### src/rtl/core/assert_macros.svh
// Assertion macros shared by the line editor RTL.
`ifndef ASSERT_MACROS_SVH
`define ASSERT_MACROS_SVH

// The condition holds at every clock edge outside reset.
`define TLE_ASSERT_ALWAYS(label, clk, rst_n, cond, msg) \
	label: assert property (@(posedge clk) disable iff (!rst_n) (cond)) else $error(msg);

// The consequent holds in the same cycle as the antecedent.
`define TLE_ASSERT_IMPL(label, clk, rst_n, pre, post, msg) \
	label: assert property (@(posedge clk) disable iff (!rst_n) (pre) |-> (post)) \
		else $error(msg);

// The consequent holds in the cycle after the antecedent.
`define TLE_ASSERT_NEXT(label, clk, rst_n, pre, post, msg) \
	label: assert property (@(posedge clk) disable iff (!rst_n) (pre) |=> (post)) \
		else $error(msg);

`endif

### src/rtl/core/tle_pkg.sv
package tle_pkg;

	localparam int BYTE_W         = 8;
	localparam int MAP_W          = 3;
	localparam int MODE_W         = 4;
	localparam int LIMIT_W        = 7;
	localparam int CFG_IDX_W      = 2;
	localparam int CFG_DATA_W     = 7;
	localparam int LINE_DEPTH_DEF = 64;

	localparam logic [CFG_IDX_W-1:0] REG_INPUT_MAP  = 2'd0;
	localparam logic [CFG_IDX_W-1:0] REG_LOCAL_MODE = 2'd1;
	localparam logic [CFG_IDX_W-1:0] REG_READ_LIMIT = 2'd2;

	localparam logic [MAP_W-1:0]   MAP_RESET   = 3'd0;
	localparam logic [MODE_W-1:0]  MODE_RESET  = 4'd1;
	localparam logic [LIMIT_W-1:0] LIMIT_RESET = 7'd64;

	localparam int MAP_IGNCR  = 0;
	localparam int MAP_ICRNL  = 1;
	localparam int MAP_INLCR  = 2;
	localparam int MODE_ICANON = 0;
	localparam int MODE_ERASE  = 1;
	localparam int MODE_KILL   = 2;
	localparam int MODE_IEXTEN = 3;

	localparam logic [BYTE_W-1:0] CH_NUL    = 8'h00;
	localparam logic [BYTE_W-1:0] CH_EOF    = 8'h04;
	localparam logic [BYTE_W-1:0] CH_BS     = 8'h08;
	localparam logic [BYTE_W-1:0] CH_NL     = 8'h0a;
	localparam logic [BYTE_W-1:0] CH_CR     = 8'h0d;
	localparam logic [BYTE_W-1:0] CH_KILL   = 8'h15;
	localparam logic [BYTE_W-1:0] CH_WERASE = 8'h17;
	localparam logic [BYTE_W-1:0] CH_US     = 8'h1f;
	localparam logic [BYTE_W-1:0] CH_SPACE  = 8'h20;
	localparam logic [BYTE_W-1:0] CH_DEL    = 8'h7f;

endpackage

### src/rtl/core/tle_if.sv
interface tle_rx_if;
	logic                       valid;
	logic                       ready;
	logic [tle_pkg::BYTE_W-1:0] rx_byte;
	modport source(output valid, output rx_byte, input ready);
	modport sink(input valid, input rx_byte, output ready);
endinterface

interface tle_line_if;
	logic                       valid;
	logic                       ready;
	logic [tle_pkg::BYTE_W-1:0] line_byte;
	logic                       line_last;
	logic                       no_data;
	modport source(output valid, output line_byte, output line_last, output no_data,
		input ready);
	modport sink(input valid, input line_byte, input line_last, input no_data,
		output ready);
endinterface

interface tle_cfg_if;
	logic                           valid;
	logic                           ready;
	logic [tle_pkg::CFG_IDX_W-1:0]  index;
	logic [tle_pkg::CFG_DATA_W-1:0] data;
	modport source(output valid, output index, output data, input ready);
	modport sink(input valid, input index, input data, output ready);
endinterface

### src/rtl/core/tty_canonical_line_editor.sv
// Canonical terminal line editor.
// Received bytes arrive one word at a time on the rx channel. Each byte is
// mapped (CR drop, CR to NL, NL to CR) and then edited into a line store held
// in a single-port-write, single-port-read synchronous memory.
// A normal byte is taken without holding off rx, unless it completes a read.
// Word erase walks back through the store, a read state and a check state per
// byte examined, with rx held off meanwhile.
// When a read completes, the line is sent on the line channel with line_last
// on its final word, each word read from the store and then loaded into the
// output register; an empty read gives one word with no_data set. Input is
// held off until the last word has been loaded into the output register.
// The first word of a full read is read in S_EMIT_RD and loaded in S_EMIT_LD;
// the word of an empty read is loaded in S_EMPTY once the output register is free.
// The output register decouples the receiver: a stall on line only holds the
// pending word and delays the next memory read.
// Configuration words on cfg are always taken at once.
// Reset clears the fill count, the output register and the configuration
// registers; the store contents are not cleared and need no clearing pass.
`include "assert_macros.svh"

module tty_canonical_line_editor #(
	parameter int LINE_DEPTH = tle_pkg::LINE_DEPTH_DEF
) (
	input logic          clk,
	input logic          arst_n,
	tle_rx_if.sink       rx,
	tle_line_if.source   line,
	tle_cfg_if.sink      cfg
);

	localparam int AW = $clog2(LINE_DEPTH);
	localparam int FW = $clog2(LINE_DEPTH + 1);
	localparam int CW = (FW > tle_pkg::LIMIT_W) ? FW : tle_pkg::LIMIT_W;

	typedef enum logic [2:0] {
		S_IDLE,
		S_WE_RD,
		S_WE_CHK,
		S_CHK,
		S_EMIT_RD,
		S_EMIT_LD,
		S_EMPTY
	} state_t;

	state_t                             state_q;
	logic [FW-1:0]                      fill_q;
	logic [AW-1:0]                      idx_q;
	logic                               phase_q;
	logic                               out_vld_q;
	logic [tle_pkg::BYTE_W-1:0]         out_byte_q;
	logic                               out_last_q;
	logic                               out_nodata_q;
	logic [tle_pkg::MAP_W-1:0]          map_q;
	logic [tle_pkg::MODE_W-1:0]         mode_q;
	logic [tle_pkg::LIMIT_W-1:0]        limit_q;

	logic [tle_pkg::BYTE_W-1:0] mem [LINE_DEPTH];
	logic [tle_pkg::BYTE_W-1:0] rdata_q;

	logic [tle_pkg::BYTE_W-1:0] ch_c;
	logic                       drop_c;
	logic                       store_c;
	logic                       erase_c;
	logic                       kill_c;
	logic                       werase_c;
	logic                       ender_c;
	logic                       full_c;
	logic [FW-1:0]              fill_nxt_c;
	logic [FW-1:0]              fill_m1_c;
	logic [CW-1:0]              lim_c;
	logic                       done_c;
	logic                       fill_ge_c;
	logic                       out_free_c;
	logic                       last_c;
	logic                       in_acc_c;
	logic                       we_c;
	logic                       re_c;
	logic [AW-1:0]              raddr_c;

	assign rx.ready        = (state_q == S_IDLE);
	assign in_acc_c        = rx.valid && rx.ready;
	assign cfg.ready       = 1'b1;
	assign line.valid      = out_vld_q;
	assign line.line_byte  = out_byte_q;
	assign line.line_last  = out_last_q;
	assign line.no_data    = out_nodata_q;

	always_ff @(posedge clk or negedge arst_n) begin
		if (!arst_n) begin
			map_q   <= tle_pkg::MAP_RESET;
			mode_q  <= tle_pkg::MODE_RESET;
			limit_q <= tle_pkg::LIMIT_RESET;
		end else if (cfg.valid && cfg.ready) begin
			unique case (cfg.index)
				tle_pkg::REG_INPUT_MAP:  map_q   <= cfg.data[tle_pkg::MAP_W-1:0];
				tle_pkg::REG_LOCAL_MODE: mode_q  <= cfg.data[tle_pkg::MODE_W-1:0];
				tle_pkg::REG_READ_LIMIT: limit_q <= cfg.data[tle_pkg::LIMIT_W-1:0];
				default: ;
			endcase
		end
	end

	always_comb begin
		ch_c   = rx.rx_byte;
		drop_c = 1'b0;
		if (rx.rx_byte == tle_pkg::CH_CR) begin
			if (map_q[tle_pkg::MAP_IGNCR]) begin
				drop_c = 1'b1;
			end else if (map_q[tle_pkg::MAP_ICRNL]) begin
				ch_c = tle_pkg::CH_NL;
			end
		end else if (rx.rx_byte == tle_pkg::CH_NL && map_q[tle_pkg::MAP_INLCR]) begin
			ch_c = tle_pkg::CH_CR;
		end
	end

	always_comb begin
		store_c  = 1'b0;
		erase_c  = 1'b0;
		kill_c   = 1'b0;
		werase_c = 1'b0;
		ender_c  = 1'b0;
		if (!mode_q[tle_pkg::MODE_ICANON]) begin
			store_c = 1'b1;
		end else begin
			unique case (ch_c)
				tle_pkg::CH_NL, tle_pkg::CH_NUL: begin
					store_c = 1'b1;
					ender_c = 1'b1;
				end
				tle_pkg::CH_EOF: begin
					ender_c = 1'b1;
				end
				tle_pkg::CH_BS, tle_pkg::CH_US, tle_pkg::CH_DEL: begin
					erase_c = mode_q[tle_pkg::MODE_ERASE];
					store_c = !mode_q[tle_pkg::MODE_ERASE];
				end
				tle_pkg::CH_KILL: begin
					kill_c  = mode_q[tle_pkg::MODE_KILL];
					store_c = !mode_q[tle_pkg::MODE_KILL];
				end
				tle_pkg::CH_WERASE: begin
					werase_c = mode_q[tle_pkg::MODE_ERASE] || mode_q[tle_pkg::MODE_IEXTEN];
					store_c  = !werase_c;
				end
				default: begin
					store_c = 1'b1;
				end
			endcase
		end
	end

	always_comb begin
		if (limit_q == '0) begin
			lim_c = CW'(1);
		end else if (CW'(limit_q) > CW'(LINE_DEPTH)) begin
			lim_c = CW'(LINE_DEPTH);
		end else begin
			lim_c = CW'(limit_q);
		end
	end

	assign full_c    = (fill_q == FW'(LINE_DEPTH));
	assign fill_m1_c = fill_q - FW'(1);

	always_comb begin
		priority if (kill_c) begin
			fill_nxt_c = '0;
		end else if (erase_c && fill_q != '0) begin
			fill_nxt_c = fill_m1_c;
		end else if (store_c && !full_c) begin
			fill_nxt_c = fill_q + FW'(1);
		end else begin
			fill_nxt_c = fill_q;
		end
	end

	assign done_c     = ender_c || (CW'(fill_nxt_c) >= lim_c);
	assign fill_ge_c  = (CW'(fill_q) >= lim_c);
	assign out_free_c = !out_vld_q || line.ready;
	assign last_c     = ((FW'(idx_q) + FW'(1)) == fill_q);

	assign we_c    = in_acc_c && !drop_c && store_c && !full_c;
	assign re_c    = (state_q == S_WE_RD && fill_q != '0) || (state_q == S_EMIT_RD && out_free_c);
	assign raddr_c = (state_q == S_EMIT_RD) ? idx_q : fill_m1_c[AW-1:0];

	always_ff @(posedge clk) begin
		if (we_c) begin
			mem[fill_q[AW-1:0]] <= ch_c;
		end
		if (re_c) begin
			rdata_q <= mem[raddr_c];
		end
	end

	always_ff @(posedge clk or negedge arst_n) begin
		if (!arst_n) begin
			state_q      <= S_IDLE;
			fill_q       <= '0;
			idx_q        <= '0;
			phase_q      <= 1'b0;
			out_vld_q    <= 1'b0;
			out_byte_q   <= '0;
			out_last_q   <= 1'b0;
			out_nodata_q <= 1'b0;
		end else begin
			if (line.valid && line.ready) begin
				out_vld_q <= 1'b0;
			end
			unique case (state_q)
				S_IDLE: begin
					if (in_acc_c && !drop_c) begin
						if (werase_c) begin
							phase_q <= 1'b0;
							state_q <= S_WE_RD;
						end else begin
							fill_q <= fill_nxt_c;
							if (done_c) begin
								idx_q   <= '0;
								state_q <= (fill_nxt_c == '0) ? S_EMPTY : S_EMIT_RD;
							end
						end
					end
				end
				S_WE_RD: begin
					state_q <= (fill_q == '0) ? S_CHK : S_WE_CHK;
				end
				S_WE_CHK: begin
					if (!phase_q) begin
						fill_q  <= fill_m1_c;
						phase_q <= (rdata_q != tle_pkg::CH_SPACE);
						state_q <= S_WE_RD;
					end else if (rdata_q != tle_pkg::CH_SPACE) begin
						fill_q  <= fill_m1_c;
						state_q <= S_WE_RD;
					end else begin
						state_q <= S_CHK;
					end
				end
				S_CHK: begin
					idx_q   <= '0;
					state_q <= fill_ge_c ? S_EMIT_RD : S_IDLE;
				end
				S_EMIT_RD: begin
					if (out_free_c) begin
						state_q <= S_EMIT_LD;
					end
				end
				S_EMIT_LD: begin
					out_vld_q    <= 1'b1;
					out_byte_q   <= rdata_q;
					out_last_q   <= last_c;
					out_nodata_q <= 1'b0;
					idx_q        <= idx_q + AW'(1);
					if (last_c) begin
						fill_q  <= '0;
						state_q <= S_IDLE;
					end else begin
						state_q <= S_EMIT_RD;
					end
				end
				S_EMPTY: begin
					if (!out_vld_q) begin
						out_vld_q    <= 1'b1;
						out_byte_q   <= '0;
						out_last_q   <= 1'b0;
						out_nodata_q <= 1'b1;
						state_q      <= S_IDLE;
					end
				end
				default: begin
					state_q <= S_IDLE;
				end
			endcase
		end
	end

	`TLE_ASSERT_ALWAYS(a_fill_bound, clk, arst_n, fill_q <= FW'(LINE_DEPTH), "fill count beyond store depth")
	`TLE_ASSERT_IMPL(a_emit_in_line, clk, arst_n, state_q == S_EMIT_RD, FW'(idx_q) < fill_q, "emission index outside line")
	`TLE_ASSERT_NEXT(a_werase_shrinks, clk, arst_n, state_q == S_WE_CHK, fill_q <= $past(fill_q), "word erase grew the line")
	`TLE_ASSERT_NEXT(a_last_clears, clk, arst_n, state_q == S_EMIT_LD && last_c, fill_q == '0 && state_q == S_IDLE, "line not cleared after last word")

endmodule

### src/flat_wrapper.sv
// flat-port wrapper written by rule: the top's interface ports become plain ports
module tty_canonical_line_editor_flat 
#(
	parameter int LINE_DEPTH = tle_pkg::LINE_DEPTH_DEF
)
  (clk, arst_n, rx_valid, rx_rx_byte, rx_ready, line_valid, line_line_byte, line_line_last, line_no_data, line_ready, cfg_valid, cfg_index, cfg_data, cfg_ready);
  tle_rx_if rx_i ();
  tle_line_if line_i ();
  tle_cfg_if cfg_i ();
  input logic clk;
  input logic arst_n;
  input wire logic [$bits(rx_i.valid)-1:0] rx_valid;
  input wire logic [$bits(rx_i.rx_byte)-1:0] rx_rx_byte;
  output wire logic [$bits(rx_i.ready)-1:0] rx_ready;
  output wire logic [$bits(line_i.valid)-1:0] line_valid;
  output wire logic [$bits(line_i.line_byte)-1:0] line_line_byte;
  output wire logic [$bits(line_i.line_last)-1:0] line_line_last;
  output wire logic [$bits(line_i.no_data)-1:0] line_no_data;
  input wire logic [$bits(line_i.ready)-1:0] line_ready;
  input wire logic [$bits(cfg_i.valid)-1:0] cfg_valid;
  input wire logic [$bits(cfg_i.index)-1:0] cfg_index;
  input wire logic [$bits(cfg_i.data)-1:0] cfg_data;
  output wire logic [$bits(cfg_i.ready)-1:0] cfg_ready;
  assign rx_i.valid = rx_valid;
  assign rx_i.rx_byte = rx_rx_byte;
  assign rx_ready = rx_i.ready;
  assign line_valid = line_i.valid;
  assign line_line_byte = line_i.line_byte;
  assign line_line_last = line_i.line_last;
  assign line_no_data = line_i.no_data;
  assign line_i.ready = line_ready;
  assign cfg_i.valid = cfg_valid;
  assign cfg_i.index = cfg_index;
  assign cfg_i.data = cfg_data;
  assign cfg_ready = cfg_i.ready;
  tty_canonical_line_editor #(.LINE_DEPTH(LINE_DEPTH)) u_core (.clk(clk), .arst_n(arst_n), .rx(rx_i), .line(line_i), .cfg(cfg_i));
endmodule
### config.mk
export PLATFORM = sky130hd
export DESIGN_NAME = tty_canonical_line_editor_flat
export DESIGN_NICKNAME = d
export VERILOG_FILES = /design/src/rtl/core/tle_pkg.sv /design/src/rtl/core/tle_if.sv /design/src/rtl/core/tty_canonical_line_editor.sv /design/src/flat_wrapper.sv
export VERILOG_INCLUDE_DIRS = /design/src /design/src/rtl/core
export SDC_FILE = /design/constraint.sdc
export NUM_CORES = 1
export LEC_CHECK = 0
export BUFFER_PORTS_ARGS = -buffer_cell sky130_fd_sc_hd__buf_2
export CORE_ASPECT_RATIO = 1.4
export CORE_MARGIN = 8
export CORE_UTILIZATION = 40
export CTS_BUF_LIST = sky130_fd_sc_hd__clkbuf_8
export DETAILED_ROUTE_END_ITERATION = 8
export SYNTH_ARGS = -nofsm -noshare
export SYNTH_HDL_FRONTEND = slang
export SYNTH_SLANG_ARGS = --single-unit
### constraint.sdc
create_clock -name clk -period 9.8 [get_ports clk]
set_input_delay 0.98 -clock clk [delete_from_list [all_inputs] [get_ports clk]]
set_output_delay 0.98 -clock clk [all_outputs]
set_load 0.05 [all_outputs]
==> results by group <==
Pwr
  – Power share of the clock group: around a fifth
  – Combinational power share: around 46%
  – Overall Power: approximately 0.0088 W
  – Internal power: roughly 0.0055 W
  – PD cells: 332.3 nW/µm²
  – LEAKAGE: ~8.9 nW
  – Seq pwr share: ~34%
  – Sw frac: 37.33%
  – Peak supply drop: 0.3045 mV
  – Net switching power: 0.003274 W

Yosys
  – Post-Synthesis Cell Area: about 24,000 µm²
  – Syn Area/Cell: approximately 18 µm²
  – Post-Syn Nets: around 1,300
  – Primary FF master, synth: edfxtp_1
  – Seq/Total Area, Yosys: 70.16%
  – Yosys top cell area share: between 60% and 70%
  – Post-Synthesis Cells: between 1,000 and 1,500
  – Top cell type by total area after synthesis: edfxtp_1
  – Synth cell types: between 80 and 90
  – Ys async rst share: between 7 and 8%
  – FF+latch count, synth: ~560
  – EDFF count, synth: 520
  – Top cells by area, synth: edfxtp_1, mux4_2, mux2i_1
  – Synth Warn #: 0

Drt
  – Via density per instance: approximately 5.5
  – Vias: 12,130
  – Drt wl/cell: about 25 µm
  – # DRC: 0
  – Final ANT Viol Nets: 0
  – Total Wirelength: approximately 54,000 µm
  – Initial drt markers: between 700 and 800
  – TritonRoute pass-1 iters: 7

STA
  – RSZ-0062 raised after global routing: no
  – Tcrit/Tclk final: between 50% and 60%
  – Measured slew at the worst slew-check pin: 1283 ps
  – Fmax: 192.8 MHz
  – Max_slew headroom: ~14%
  – TNS Setup: 0 ps
  – Final setup fails: 0
  – Endpoints failing hold: 0
  – Slew Viols, Final: 0
  – Tmin final: roughly 5200 ps
  – Layout Skew: 30.10 ps

Place
  – PortBufs: 33
  – Global placer's final weighted congestion: ~0.85
  – HPWL after detailed placement: 34,390 µm

Clocking
  – Clock Path Buffers: 3
  – Root buffer cell: clkbuf_8
  – Post-CTS Resized: 0
  – Total clock buffers created by CTS: 85
  – Cts hold-fix bufs: 0
  – Worst-Skew Late Latency: around 650 ps
  – CTS tree: yes
  – Post-CTS setup buffer count: 0
  – H-tree depth: 3
  – Clock-pin transition on the worst setup and hold timing paths: roughly 60 ps
  – Clock net sink count: ~560

Run status
  – Status: complete, no violations

Die
  – Die Y: about 300 µm
  – Total core area: 58,730 µm²
  – Num rows: about 110
  – Io pins: 35
  – DIE AREA: between 60,000 and 70,000 µm²
  – Die W: roughly 220 µm
  – Starting density of the core: between 40% and 50%

Worst setup path
  – Critical path capture point type: register
  – Worst EP required: around 10,000 ps
  – Crit Reg-Reg Startpoint: u_core.fill_q[0]$_DFFE_PN0P_
  – Worst Reg-to-Reg Cells: 10
  – FF-to-FF setup slack: roughly 4600 ps
  – Reg-to-reg endpoint: u_core.rdata_q[0]$_DFFE_PP_
  – CP startpoint kind: register
  – Critical path type: reg -> reg
  – Arr. time, crit path: 5570 ps
  – CP max FO: 42

Global routing
  – Largest net degree at the start of global routing: between 70 and 80
  – Overall Global Routing Usage: between 10% and 20%
  – Vias in the first global route: between 10,000 and 15,000
  – Final global-route overflow total: 0
  – First-pass GRT wire length: 81,280 µm
  – Initial antenna violation count: 1

Cells and area
  – Fill count: 5,013
  – Total Nets Final: ~1,400
  – Area delta synth->final: 11.09%
  – Layout cells sized above 1: between 20% and 30%

Min path
  – Worst Hold Class: in -> async

Flow run
  – Max-Cap Viols: 0
## worst max-delay path, stage by stage (launching register included)
cell and delay (ps):
dfrtp_1 730, clkinv_1 470, ha_1 490, a21oi_4 140
buf_4 660, buf_4 790, mux4_2 640, mux2i_1 200
mux2i_1 290, mux2i_1 240, mux2i_1 90
## how the worst max path moves through the flow
stage / endpoint / start
after floorplan: u_core.idx_q[4]$_DFFE_PN0P_ / rx_rx_byte[3]
after global placement: u_core.idx_q[0]$_DFFE_PN0P_ / rx_rx_byte[3]
after detailed placement: u_core.idx_q[1]$_DFFE_PN0P_ / rx_rx_byte[3]
after CTS: u_core.rdata_q[0]$_DFFE_PP_ / u_core.fill_q[0]$_DFFE_PN0P_
after global routing: u_core.rdata_q[0]$_DFFE_PP_ / u_core.fill_q[0]$_DFFE_PN0P_
final: u_core.rdata_q[0]$_DFFE_PP_ / u_core.fill_q[0]$_DFFE_PN0P_
## state kept, by name, indices dropped and copies added (netlist names)
name                   cells
u_core.rdata_q             8
u_core.limit_q             7
u_core.idx_q               6
u_core.map_q               3
u_core.mode_q              4
u_core.line.valid          1
u_core.line.line_byte      8
u_core.line.line_last      1
u_core.fill_q              7
u_core.state_q             3
u_core.mem               512
u_core.phase_q             1
u_core.line.no_data        1
## metal layers
metal  up-vias  track usage (%)  share of wire [%]
li1       5387                -                  -
met1      6332            18.25                 39
met2       305            28.72                 53
met3       101            2.902                4.2
met4         0            7.009                3.4
met5         -                0                  0
## power by group through the flow
stage                     Sequential [W]  Clock [W]  Combinational, W
final                            0.00294    0.00184           0.00399
after global routing             0.00296    0.00198           0.00427
after floorplan                  0.00293          0           0.00297
after CTS                        0.00294    0.00189           0.00410
after global placement           0.00298          0           0.00407
after detailed placement         0.00299          0           0.00408
## cell families (layout without fill, tap and decap cells)
family	count (synthesis)	count (layout)	synth area share, %
AO/OA/AOI/OAI	105	105	3.176
multiplexers	264	264	17.94
adder cells (fa/ha/maj)	18	18	0.9480
flip-flops	562	562	70.16
other	1	2	0.01579
buffers and inverters	88	227	1.606
XOR/XNOR	22	22	0.8743
AND/OR/NAND/NOR	244	244	5.272
## through the flow
stage,std cells,hold slack (ps),util [%],setup slack [ps],cell area [µm²]
4_1_cts,2192,464.8,44.93,4479,26390
6_report,2193,473.8,44.94,4615,26390
3_5_place_dp,2035,493.9,42.18,4327,24770
5_1_grt,2193,525.1,44.94,4165,26390
2_1_floorplan,1304,459.4,-,5657,23760
3_3_place_gp,2035,487.2,42.18,4423,24770
## layout by cell type, fill, tap and decap left out, drive strengths merged, types with 5 or more instances in the layout
| cell type | instances |
|---|---|
| nor2 | 97 |
| o21ai | 21 |
| nor2b | 8 |
| a21oi | 27 |
| nor3 | 15 |
| a31oi | 5 |
| a21o | 7 |
| and2 | 7 |
| dfrtp | 40 |
| edfxtp | 520 |
| o31ai | 5 |
| clkbuf | 92 |
| xor2 | 8 |
| mux2 | 15 |
| nand2b | 12 |
| a22o | 14 |
| ha | 18 |
| mux2i | 121 |
| clkinv | 41 |
| mux4 | 128 |
| nand3 | 22 |
| inv | 34 |
| nand2 | 45 |
| and3 | 5 |
| xnor2 | 14 |
| buf | 57 |
| nand4 | 7 |
## cells in the mapped netlist (all sizes together) (3+ instances only)
cell,count
nand3b,3
edfxtp,520
o31ai,5
mux2,15
xor2,8
nor2b,8
o211ai,3
inv,11
a22o,14
nand3,22
a21o,7
and2,7
nand4,7
o21ai,21
nor4b,3
nor4,3
o21a,4
mux4,128
nand2,45
buf,45
dfrtp,40
a31oi,5
nor3,15
a21oi,27
ha,18
or3,4
nand2b,12
xnor2,14
nor2,97
and4b,3
mux2i,121
clkbuf,30
and3,5
a211oi,4
## final cells by class
cell class / count / area, µm² / share of cell area [%]
sequential: 562 / 16670 / 63.16
multi-input combinational: 654 / 6771 / 25.66
clock inverter: 65 / 350.3 / 1.328
inverter: 13 / 48.80 / 0.1849
antenna: 1 / 2.502 / 0.009482
clock buffer: 92 / 1266 / 4.798
tap: 749 / 937.1 / 3.551
timing repair buffer: 57 / 345.3 / 1.309
(Power assumes the default switching activity.)
